`src/hdl/aprt_pkg.sv`:
```
package aprt_pkg;

   // Shared serial divider: dividend and divisor widths.
   localparam int DIV_W  = 34;
   localparam int DVS_W  = 17;
   localparam int DCNT_W = 6;

   // Shared serial square root: radicand and root widths.
   localparam int SQ_W   = 32;
   localparam int ROOT_W = 16;
   localparam int SCNT_W = 4;

   // Fixed-point constants of the angle approximation.
   localparam logic [9:0]  UNIT         = 10'd1000;
   localparam logic [8:0]  ATAN_K       = 9'd281;
   localparam logic [15:0] RAD_TO_MDEG  = 16'd57296;
   localparam logic [16:0] QUARTER_TURN = 17'd90000;
   localparam logic [14:0] MG_LIMIT     = 15'h7fff;

   // Configuration register indexes.
   typedef enum logic [1:0] {
      CSR_SCALE_NUM = 2'd0,
      CSR_SCALE_DEN = 2'd1,
      CSR_TILT_THR  = 2'd2,
      CSR_UNUSED    = 2'd3
   } csr_index_type;

endpackage

```
`src/hdl/aprt_div.sv`:
```
module aprt_div
   import aprt_pkg::*;
(
   input  logic             clock,
   input  logic             reset,
   input  logic             start,
   input  logic [DIV_W-1:0] dividend,
   input  logic [DVS_W-1:0] divisor,
   output logic             done,
   output logic [DIV_W-1:0] quotient
);

   localparam logic [DCNT_W-1:0] LAST = DCNT_W'(DIV_W - 1);

   logic              busy_ff, busy_in;
   logic              done_ff, done_in;
   logic [DCNT_W-1:0] cnt_ff, cnt_in;
   logic [DIV_W-1:0]  num_ff, num_in;
   logic [DVS_W-1:0]  rem_ff, rem_in;
   logic [DVS_W-1:0]  dvs_ff, dvs_in;
   logic [DVS_W:0]    rem_shift;
   logic [DVS_W:0]    diff;
   logic              ge;

   // One quotient bit per cycle: restoring division, quotient shifts in behind the dividend.
   assign rem_shift = {rem_ff, num_ff[DIV_W-1]};
   assign diff      = rem_shift - {1'b0, dvs_ff};
   assign ge        = rem_shift >= {1'b0, dvs_ff};

   always_comb begin
      busy_in = busy_ff;
      done_in = 1'b0;
      cnt_in  = cnt_ff;
      num_in  = num_ff;
      rem_in  = rem_ff;
      dvs_in  = dvs_ff;
      if (start) begin
         busy_in = 1'b1;
         cnt_in  = '0;
         num_in  = dividend;
         rem_in  = '0;
         dvs_in  = divisor;
      end else if (busy_ff) begin
         num_in = {num_ff[DIV_W-2:0], ge};
         rem_in = ge ? diff[DVS_W-1:0] : rem_shift[DVS_W-1:0];
         cnt_in = cnt_ff + 1'b1;
         if (cnt_ff == LAST) begin
            busy_in = 1'b0;
            done_in = 1'b1;
         end
      end
   end

   always_ff @(posedge clock) begin
      if (reset) begin
         busy_ff <= 1'b0;
         done_ff <= 1'b0;
         cnt_ff  <= '0;
      end else begin
         busy_ff <= busy_in;
         done_ff <= done_in;
         cnt_ff  <= cnt_in;
      end
      num_ff <= num_in;
      rem_ff <= rem_in;
      dvs_ff <= dvs_in;
   end

   assign done     = done_ff;
   assign quotient = num_ff;

endmodule

```
`src/hdl/aprt_sqrt.sv`:
```
module aprt_sqrt
   import aprt_pkg::*;
(
   input  logic              clock,
   input  logic              reset,
   input  logic              start,
   input  logic [SQ_W-1:0]   radicand,
   output logic              done,
   output logic [ROOT_W-1:0] root
);

   localparam logic [SCNT_W-1:0] LAST = SCNT_W'(ROOT_W - 1);

   logic              busy_ff, busy_in;
   logic              done_ff, done_in;
   logic [SCNT_W-1:0] cnt_ff, cnt_in;
   logic [SQ_W-1:0]   rad_ff, rad_in;
   logic [ROOT_W+1:0] rem_ff, rem_in;
   logic [ROOT_W-1:0] root_ff, root_in;
   logic [ROOT_W+3:0] rem_shift;
   logic [ROOT_W+3:0] trial;
   logic              ge;

   // One root bit per cycle: two radicand bits enter the partial remainder each step.
   assign rem_shift = {rem_ff, rad_ff[SQ_W-1:SQ_W-2]};
   assign trial     = {2'b00, root_ff, 2'b01};
   assign ge        = rem_shift >= trial;

   always_comb begin
      busy_in = busy_ff;
      done_in = 1'b0;
      cnt_in  = cnt_ff;
      rad_in  = rad_ff;
      rem_in  = rem_ff;
      root_in = root_ff;
      if (start) begin
         busy_in = 1'b1;
         cnt_in  = '0;
         rad_in  = radicand;
         rem_in  = '0;
         root_in = '0;
      end else if (busy_ff) begin
         rad_in  = {rad_ff[SQ_W-3:0], 2'b00};
         rem_in  = ge ? ROOT_W'(0) + (ROOT_W+2)'(rem_shift - trial)
                      : (ROOT_W+2)'(rem_shift);
         root_in = {root_ff[ROOT_W-2:0], ge};
         cnt_in  = cnt_ff + 1'b1;
         if (cnt_ff == LAST) begin
            busy_in = 1'b0;
            done_in = 1'b1;
         end
      end
   end

   always_ff @(posedge clock) begin
      if (reset) begin
         busy_ff <= 1'b0;
         done_ff <= 1'b0;
         cnt_ff  <= '0;
      end else begin
         busy_ff <= busy_in;
         done_ff <= done_in;
         cnt_ff  <= cnt_in;
      end
      rad_ff  <= rad_in;
      rem_ff  <= rem_in;
      root_ff <= root_in;
   end

   assign done = done_ff;
   assign root = root_ff;

endmodule

```
`src/hdl/accel_pitch_roll_tilt_unit.sv`:
```
// Each accepted item takes eleven passes of the bit-serial divider and two square
// roots before its result is ready.
// A new item is taken only once the previous one has reached the output register,
// which holds it until it is taken.
// Reset (synchronous, active high) clears the sequencer, the output valid, the
// sample counter and returns the configuration registers to their reset values.
module accel_pitch_roll_tilt_unit
   import aprt_pkg::*;
#(
   parameter int RAW_WIDTH = 16
) (
   input  logic                        clock,
   input  logic                        reset,
   input  logic                        req_valid,
   output logic                        req_ready,
   input  logic signed [RAW_WIDTH-1:0] req_accel_x_raw,
   input  logic signed [RAW_WIDTH-1:0] req_accel_y_raw,
   input  logic signed [RAW_WIDTH-1:0] req_accel_z_raw,
   output logic                        rsp_valid,
   input  logic                        rsp_ready,
   output logic signed [15:0]          rsp_accel_x_mg,
   output logic signed [15:0]          rsp_accel_y_mg,
   output logic signed [15:0]          rsp_accel_z_mg,
   output logic signed [17:0]          rsp_pitch_mdeg,
   output logic signed [17:0]          rsp_roll_mdeg,
   output logic                        rsp_tilt_alert,
   output logic [31:0]                 rsp_sample_number,
   input  logic                        csr_we,
   input  logic [1:0]                  csr_index,
   input  logic [16:0]                 csr_wdata
);

   typedef enum logic [9:0] {
      ST_IDLE   = 10'b0000000001,
      ST_SCALE  = 10'b0000000010,
      ST_SQUARE = 10'b0000000100,
      ST_ROOT   = 10'b0000001000,
      ST_RATIO  = 10'b0000010000,
      ST_RSQ    = 10'b0000100000,
      ST_RDEN   = 10'b0001000000,
      ST_RATAN  = 10'b0010000000,
      ST_QUAD   = 10'b0100000000,
      ST_DONE   = 10'b1000000000
   } state_type;

   state_type state_ff, state_in;
   logic              issued_ff, issued_in;
   logic [1:0]        axis_ff, axis_in;
   logic              sel_ff, sel_in;
   logic [9:0]        num_ff;
   logic [15:0]       den_cfg_ff;
   logic [16:0]       thr_ff;
   logic [31:0]       count_ff, count_in;

   logic [RAW_WIDTH-1:0] mag_ff [3];
   logic                 neg_ff [3];
   logic [15:0]          mg_ff [3];
   logic [29:0]          sq_ff [3];
   logic [ROOT_W-1:0]    root_ff [2];
   logic [9:0]           t_ff;
   logic [9:0]           t2_ff;
   logic [10:0]          den_ff;
   logic [15:0]          at_ff;
   logic [17:0]          pitch_ff, roll_ff;

   logic              rsp_valid_ff, rsp_valid_in;
   logic [15:0]       out_x_ff, out_y_ff, out_z_ff;
   logic [17:0]       out_pitch_ff, out_roll_ff;
   logic              out_tilt_ff;
   logic [31:0]       out_count_ff;

   logic              div_start, div_done;
   logic [DIV_W-1:0]  div_dvd, div_quo;
   logic [DVS_W-1:0]  div_dvs;
   logic              sqrt_start, sqrt_done;
   logic [SQ_W-1:0]   sqrt_rad;
   logic [ROOT_W-1:0] sqrt_root;

   logic              accept, load_out;
   logic [RAW_WIDTH-1:0] raw_arr [3];

   // Magnitude of the raw counts is taken once, when the item is accepted.
   assign raw_arr[0] = req_accel_x_raw;
   assign raw_arr[1] = req_accel_y_raw;
   assign raw_arr[2] = req_accel_z_raw;
   assign req_ready  = (state_ff == ST_IDLE);
   assign accept     = req_valid && req_ready;

   always_ff @(posedge clock) begin
      if (accept) begin
         for (int i = 0; i < 3; i++) begin
            neg_ff[i] <= raw_arr[i][RAW_WIDTH-1];
            mag_ff[i] <= raw_arr[i][RAW_WIDTH-1] ? (~raw_arr[i] + 1'b1) : raw_arr[i];
         end
      end
   end

   // Scaling operands: magnitude times numerator over the denominator, zero read as one.
   logic [RAW_WIDTH+9:0] sc_prod;
   logic [15:0]          den_eff;
   logic [14:0]          sc_sat;
   logic [15:0]          sc_mg;
   assign sc_prod = mag_ff[axis_ff] * num_ff;
   assign den_eff = (den_cfg_ff == 16'd0) ? 16'd1 : den_cfg_ff;
   assign sc_sat  = (div_quo > DIV_W'(MG_LIMIT)) ? MG_LIMIT : div_quo[14:0];
   assign sc_mg   = neg_ff[axis_ff] ? (~{1'b0, sc_sat} + 1'b1) : {1'b0, sc_sat};

   // Square of one scaled axis per cycle.
   logic [15:0] mg_abs;
   assign mg_abs = mg_ff[axis_ff][15] ? (~mg_ff[axis_ff] + 1'b1) : mg_ff[axis_ff];

   // Operands of the current angle: the signed axis against the non-negative root.
   logic [15:0]        yv;
   logic [14:0]        ay;
   logic [ROOT_W-1:0]  ax;
   logic               swap, both_zero;
   logic [ROOT_W-1:0]  small_v, large_v;
   logic [16:0]        a_mag;
   logic [17:0]        ang;
   assign yv        = sel_ff ? mg_ff[1] : mg_ff[0];
   assign ay        = yv[15] ? 15'(~yv + 1'b1) : yv[14:0];
   assign ax        = root_ff[sel_ff];
   assign swap      = {1'b0, ay} > ax;
   assign both_zero = (ax == '0) && (ay == '0);
   assign small_v   = swap ? ax : {1'b0, ay};
   assign large_v   = swap ? {1'b0, ay} : ax;
   assign a_mag     = swap ? (QUARTER_TURN - {1'b0, at_ff}) : {1'b0, at_ff};
   assign ang       = both_zero ? 18'd0
                    : (yv[15] ? (~{1'b0, a_mag} + 1'b1) : {1'b0, a_mag});

   // Products feeding the shared divider, one per state.
   logic [25:0] ratio_prod;
   logic [19:0] tsq_prod;
   logic [18:0] den_prod;
   logic [25:0] atan_prod;
   assign ratio_prod = small_v * UNIT;
   assign tsq_prod   = t_ff * t_ff;
   assign den_prod   = t2_ff * ATAN_K;
   assign atan_prod  = t_ff * RAD_TO_MDEG;

   always_comb begin
      div_dvd = DIV_W'(sc_prod);
      div_dvs = DVS_W'(den_eff);
      unique case (state_ff)
         ST_RATIO: begin
            div_dvd = DIV_W'(ratio_prod);
            div_dvs = DVS_W'(large_v);
         end
         ST_RSQ: begin
            div_dvd = DIV_W'(tsq_prod);
            div_dvs = DVS_W'(UNIT);
         end
         ST_RDEN: begin
            div_dvd = DIV_W'(den_prod);
            div_dvs = DVS_W'(UNIT);
         end
         ST_RATAN: begin
            div_dvd = DIV_W'(atan_prod);
            div_dvs = DVS_W'(den_ff);
         end
         default: begin
            div_dvd = DIV_W'(sc_prod);
            div_dvs = DVS_W'(den_eff);
         end
      endcase
   end

   assign div_start  = !issued_ff && ((state_ff == ST_SCALE) || (state_ff == ST_RATIO) ||
                       (state_ff == ST_RSQ) || (state_ff == ST_RDEN) || (state_ff == ST_RATAN));
   assign sqrt_start = !issued_ff && (state_ff == ST_ROOT);
   assign sqrt_rad   = (axis_ff == 2'd0) ? SQ_W'({1'b0, sq_ff[1]} + {1'b0, sq_ff[2]})
                                         : SQ_W'({1'b0, sq_ff[0]} + {1'b0, sq_ff[2]});

   aprt_div u_div (
      .clock    (clock),
      .reset    (reset),
      .start    (div_start),
      .dividend (div_dvd),
      .divisor  (div_dvs),
      .done     (div_done),
      .quotient (div_quo)
   );

   aprt_sqrt u_sqrt (
      .clock    (clock),
      .reset    (reset),
      .start    (sqrt_start),
      .radicand (sqrt_rad),
      .done     (sqrt_done),
      .root     (sqrt_root)
   );

   // Sequencer over the steps of one item.
   always_comb begin
      state_in  = state_ff;
      issued_in = issued_ff;
      axis_in   = axis_ff;
      sel_in    = sel_ff;
      load_out  = 1'b0;
      unique case (state_ff)
         ST_IDLE: begin
            if (accept) begin
               state_in  = ST_SCALE;
               axis_in   = 2'd0;
               issued_in = 1'b0;
            end
         end
         ST_SCALE: begin
            if (!issued_ff) begin
               issued_in = 1'b1;
            end else if (div_done) begin
               issued_in = 1'b0;
               if (axis_ff == 2'd2) begin
                  axis_in  = 2'd0;
                  state_in = ST_SQUARE;
               end else begin
                  axis_in = axis_ff + 1'b1;
               end
            end
         end
         ST_SQUARE: begin
            if (axis_ff == 2'd2) begin
               axis_in  = 2'd0;
               state_in = ST_ROOT;
            end else begin
               axis_in = axis_ff + 1'b1;
            end
         end
         ST_ROOT: begin
            if (!issued_ff) begin
               issued_in = 1'b1;
            end else if (sqrt_done) begin
               issued_in = 1'b0;
               if (axis_ff == 2'd1) begin
                  sel_in   = 1'b0;
                  state_in = ST_RATIO;
               end else begin
                  axis_in = axis_ff + 1'b1;
               end
            end
         end
         ST_RATIO, ST_RSQ, ST_RDEN, ST_RATAN: begin
            if (!issued_ff) begin
               issued_in = 1'b1;
            end else if (div_done) begin
               issued_in = 1'b0;
               unique case (state_ff)
                  ST_RATIO: state_in = ST_RSQ;
                  ST_RSQ:   state_in = ST_RDEN;
                  ST_RDEN:  state_in = ST_RATAN;
                  default:  state_in = ST_QUAD;
               endcase
            end
         end
         ST_QUAD: begin
            if (!sel_ff) begin
               sel_in   = 1'b1;
               state_in = ST_RATIO;
            end else begin
               state_in = ST_DONE;
            end
         end
         ST_DONE: begin
            if (!rsp_valid_ff || rsp_ready) begin
               load_out = 1'b1;
               state_in = ST_IDLE;
            end
         end
         default: begin
            state_in  = ST_IDLE;
            issued_in = 1'b0;
         end
      endcase
   end

   // Intermediate results written back as each step finishes.
   always_ff @(posedge clock) begin
      if ((state_ff == ST_SCALE) && issued_ff && div_done) begin
         mg_ff[axis_ff] <= sc_mg;
      end
      if (state_ff == ST_SQUARE) begin
         sq_ff[axis_ff] <= mg_abs[14:0] * mg_abs[14:0];
      end
      if ((state_ff == ST_ROOT) && issued_ff && sqrt_done) begin
         root_ff[axis_ff[0]] <= sqrt_root;
      end
      if (issued_ff && div_done) begin
         if (state_ff == ST_RATIO) t_ff   <= div_quo[9:0];
         if (state_ff == ST_RSQ)   t2_ff  <= div_quo[9:0];
         if (state_ff == ST_RDEN)  den_ff <= 11'(UNIT) + div_quo[10:0];
         if (state_ff == ST_RATAN) at_ff  <= div_quo[15:0];
      end
      if (state_ff == ST_QUAD) begin
         if (sel_ff) roll_ff  <= ang;
         else        pitch_ff <= ang;
      end
   end

   // Output register and tilt decision.
   logic [17:0] pitch_abs;
   assign pitch_abs    = pitch_ff[17] ? (~pitch_ff + 1'b1) : pitch_ff;
   assign count_in     = load_out ? count_ff + 1'b1 : count_ff;
   assign rsp_valid_in = load_out ? 1'b1 : (rsp_ready ? 1'b0 : rsp_valid_ff);

   always_ff @(posedge clock) begin
      if (load_out) begin
         out_x_ff     <= mg_ff[0];
         out_y_ff     <= mg_ff[1];
         out_z_ff     <= mg_ff[2];
         out_pitch_ff <= pitch_ff;
         out_roll_ff  <= roll_ff;
         out_tilt_ff  <= pitch_abs > {1'b0, thr_ff};
         out_count_ff <= count_ff + 1'b1;
      end
   end

   // Control state and configuration registers.
   always_ff @(posedge clock) begin
      if (reset) begin
         state_ff     <= ST_IDLE;
         issued_ff    <= 1'b0;
         axis_ff      <= 2'd0;
         sel_ff       <= 1'b0;
         count_ff     <= '0;
         rsp_valid_ff <= 1'b0;
         num_ff       <= 10'd61;
         den_cfg_ff   <= 16'd1000;
         thr_ff       <= 17'd45000;
      end else begin
         state_ff     <= state_in;
         issued_ff    <= issued_in;
         axis_ff      <= axis_in;
         sel_ff       <= sel_in;
         count_ff     <= count_in;
         rsp_valid_ff <= rsp_valid_in;
         if (csr_we) begin
            unique case (csr_index_type'(csr_index))
               CSR_SCALE_NUM: num_ff     <= csr_wdata[9:0];
               CSR_SCALE_DEN: den_cfg_ff <= csr_wdata[15:0];
               CSR_TILT_THR:  thr_ff     <= csr_wdata;
               default: ;
            endcase
         end
      end
   end

   assign rsp_valid         = rsp_valid_ff;
   assign rsp_accel_x_mg    = out_x_ff;
   assign rsp_accel_y_mg    = out_y_ff;
   assign rsp_accel_z_mg    = out_z_ff;
   assign rsp_pitch_mdeg    = out_pitch_ff;
   assign rsp_roll_mdeg     = out_roll_ff;
   assign rsp_tilt_alert    = out_tilt_ff;
   assign rsp_sample_number = out_count_ff;

endmodule

```
`config.mk`:
```
export PLATFORM = sky130hd
export DESIGN_NAME = accel_pitch_roll_tilt_unit
export DESIGN_NICKNAME = d
export VERILOG_FILES = /design/src/hdl/aprt_pkg.sv /design/src/hdl/aprt_div.sv /design/src/hdl/aprt_sqrt.sv /design/src/hdl/accel_pitch_roll_tilt_unit.sv
export SDC_FILE = /design/constraint.sdc
export NUM_CORES = 2
export LEC_CHECK = 0
export BUFFER_PORTS_ARGS = -buffer_cell sky130_fd_sc_hd__clkbuf_2
export CAP_MARGIN = 10
export CORE_UTILIZATION = 40
export CTS_CLUSTER_SIZE = 40
export DETAILED_ROUTE_END_ITERATION = 10
export GPL_TIMING_DRIVEN = 0
export HOLD_SLACK_MARGIN = 0.03
export SLEW_MARGIN = 20
export SYNTH_ARGS = -nofsm -noshare
export SYNTH_HDL_FRONTEND = slang
export SYNTH_SLANG_ARGS = --single-unit
```
`constraint.sdc`:
```
create_clock -name clock -period 17.7 [get_ports clock]
set_input_delay 2.655 -clock clock [delete_from_list [all_inputs] [get_ports clock]]
set_output_delay 2.655 -clock clock [all_outputs]
set_load 0.05 [all_outputs]
```
==> metrics.md <==
| Metric | Value |
|---|---|
| Status | completed |
| Yosys reg bits | 674 |
| Drc violations | 0 |
| Via Count | 38500 |
| Vias per cell | 5.37 |
| Required time worst endpoint | 18040 ps |
| Post-Route WL | 141000 um |
| CTS sink cnt | 674 |
| Worst-path fanout max | 10 |
| Mapped Cells | 5083 |
| Max Slew Vio Count | 0 |
| Post-synthesis cell area | 52500 um2 |
| Die span in y | 364 um |
| Top post-synthesis cells by area | edfxtp_1 (30%), fa_1 (15%), ha_1 (11%), dfxtp_1 (6.0%), inv_1 (4.3%) |
| Dominant cell type by area after synthesis | edfxtp_1 |
| Largest net degree at the start of global routing | 53 |
| Post-CTS Setup Inserts | 0 |
| # setup viols final | 0 |
| Number of core rows | 132 |
| Clk buf depth | 3 |
| Hold Crit Endpoint | rsp_roll_mdeg[1]$_DFFE_PP_ |
| FF-to-FF setup slack | 6070 ps |
| TritonCTS clock tree | done |
| Sequential share of the synthesized area | 35.5% |
| Core area | 130000 um2 |
| Cell count of the worst reg-to-reg path | 34 |
| Async S/R FF share, synth | 0% |
| Root Driver | clkbuf_16 |
| Tot GR Track Use | 21.3% |
| R2r startpoint | sel_ff$_SDFFE_PP0P_ |
| Reg2Reg Capture Point | u_div.quotient[24]$_DFFE_PP_ |
| Beginning of the worst hold path | roll_ff[1]$_DFFE_PP_ |
| Slowest CP cell | a21oi_1 |
| Number of global-route vias before repair | 37900 |
| Final GP Congestion | 0.938 |
| Area share of the largest cell type after synthesis | 29.5% |
| Setup crit start | sel_ff$_SDFFE_PP0P_ |
| Post-Route Utilization | 45.0% |
| Gr ovfl total | 0 |
| DRT antenna net count | 0 |
| H-tree depth | 3 |
| Port Buffers | 189 |
| Die span in x | 364 um |
| Crit path kind | reg -> reg |
| Max incr delay on CP | 720 ps |
| Total CTS buffers | 76 |
| Synth unique cells | 88 |
| Clock skew | 30.8 ps |
| Max frequency | 0.0860 GHz |
| Minimum clock period | 11630 ps |
| Initial DRC Count | 3036 |
| Layout Area Growth over Synthesis | 11.3% |
| Initial antenna violation count | 6 |
| Layout cell share with drive strength beyond 1 | 8.27% |
| Max-cap viol count | 0 |
| Clk slew on worst S/H paths | 60 ps |
| Final Hold Vio Count | 0 |
| Syn avg cell area | 10.3 um2 |
| CTS Hold Buffers Added | 0 |
| Crit share post-route | 65.7% |
| Setup TNS | 0 ps |
| Pre-antenna DRT Iters | 6 |
| Top FF cell, synth | edfxtp_1 |
| CP Capture Type | flip-flop |
| First-pass GRT wire length | 219000 um |
| Hold depth | 0 |
| Drt wl/cell | 19.7 um |
| Starting density of the core | 40.5% |
| DP HPWL | 113000 um |
| NumNets Final | 6304 |
| Latest clock arrival within the worst-skew pair | 660 ps |
| Fillcell total | 12400 |
| Startpoint Class | flip-flop |
| Area of the multi-input gates | 31000 um2 |
| Worst slew pin tran | 1190 ps |
| PostCTS Resize Cnt | 0 |
| Worst min path class | reg -> reg |
| Critical path data arrival time | 11970 ps |
| Top Ports | 191 |
| FF/Latch Area | 18700 um2 |
| Yosys warnings | 0 |
| Post-synth EDFFs | 516 |
| Die area | 133000 um2 |
| RSZ-0062 raised after global routing | false |
| Max transition margin | 21.0% |
cell type report:
type                    instances  area share [%]
repair buffers                200            1.96
well taps                    1742            3.73
clock buffers                  96            3.51
inverters                     598            3.84
diodes                          2         0.00856
clock inverters                44           0.886
plain buffers                 165            1.11
multi-input cells            3650            53.1
flip-flops and latches        674            31.9
how the worst max path moves through the flow:
stage / end / slack (ps)
floorplan: u_div.quotient[24]$_DFFE_PP_ / 8750
global placement: u_div.quotient[24]$_DFFE_PP_ / 6340
detailed placement: u_div.quotient[24]$_DFFE_PP_ / 6350
CTS: u_div.quotient[24]$_DFFE_PP_ / 6250
global route: u_div.quotient[24]$_DFFE_PP_ / 5510
finish: u_div.quotient[24]$_DFFE_PP_ / 6070
worst max-delay path: cells and delay by family (launching register included):
kind                     cells  cell delay [ps]
AO/OA/AOI/OAI               12             3970
adder cells (fa/ha/maj)      7             2990
buffers and inverters        8             2610
AND/OR/NAND/NOR              5              610
XOR/XNOR                     1              520
flip-flops                   1              310
multiplexers                 1              280
state kept, by name, summed over array words and instances, names as in the netlist, 17 cells and up, named ones only:
signal	flops
count_ff	32
mag_ff	48
mg_ff	64
pitch_ff	18
roll_ff	18
root_ff	32
rsp_pitch_mdeg	18
rsp_roll_mdeg	18
rsp_sample_number	32
sq_ff	87
thr_ff	17
u_div.quotient	34
u_div.rem_ff	17
u_sqrt.rad_ff	32
u_sqrt.rem_ff	18
metal layers:
layer | wire length, um | global-route usage (%)
met2 | 61400 | 33.0
met4 | 3340 | 5.19
met3 | 10500 | 3.92
met5 | 0 | 0
met1 | 65800 | 30.7
metrics by stage:
stage	hold WS (ps)	setup slack [ps]	cell area [um2]	cells
after global routing	425	5510	58500	7169
after CTS	414	6250	58500	7169
final	408	6070	58500	7171
after detailed placement	405	6350	55900	7029
after floorplan	400	8750	52500	5087
after global placement	404	6340	55700	7018
cell usage in the layout (no fill, tap or decap), types with 110 or more instances in the layout:
cell type / Yosys / layout
inv_1: 595 / 594
edfxtp_1: 516 / 516
ha_1: 468 / 468
nand2_1: 430 / 429
fa_1: 399 / 399
nor2_1: 375 / 369
a21oi_1: 230 / 230
xnor2_1: 217 / 217
o21ai_0: 218 / 217
clkbuf_2: 0 / 190
dfxtp_1: 158 / 158
clkbuf_1: 134 / 148
xor2_1: 113 / 113
and2_1: 114 / 110
synthesized netlist by cell type, drive strengths merged (17+ instances only):
library cell	count
a211o	20
a211oi	31
a21o	54
a21oi	230
a221oi	28
a31oi	26
and2	114
and3	27
buf	31
clkbuf	134
dfxtp	158
edfxtp	516
fa	399
ha	468
inv	596
mux2	42
mux2i	104
nand2	430
nand2b	41
nand3	70
nand3b	17
nand4	43
nor2	376
nor2b	45
nor3	81
nor3b	22
nor4	32
o211ai	18
o21a	37
o21ai	241
o31ai	32
or2	31
or3	50
xnor2	217
xor2	113
cells by family (layout without fill, tap and decap cells):
| kind of cell | count (synthesis) | in the layout | share of synthesized area, % |
|---|---|---|---|
| simple gates | 1427 | 1427 | 13.2 |
| buf+inv | 763 | 1103 | 5.51 |
| compound gates | 859 | 859 | 10.4 |
| mux | 160 | 160 | 3.49 |
| fa+ha+maj | 868 | 868 | 26.4 |
| xor+xnor | 330 | 330 | 5.50 |
| other cells | 2 | 8 | 0.0143 |
| flops | 674 | 674 | 35.5 |
Power is left out: the tool's default activity adds up to more than one toggle a clock period on the data nets, which glitch-free logic cannot reach.
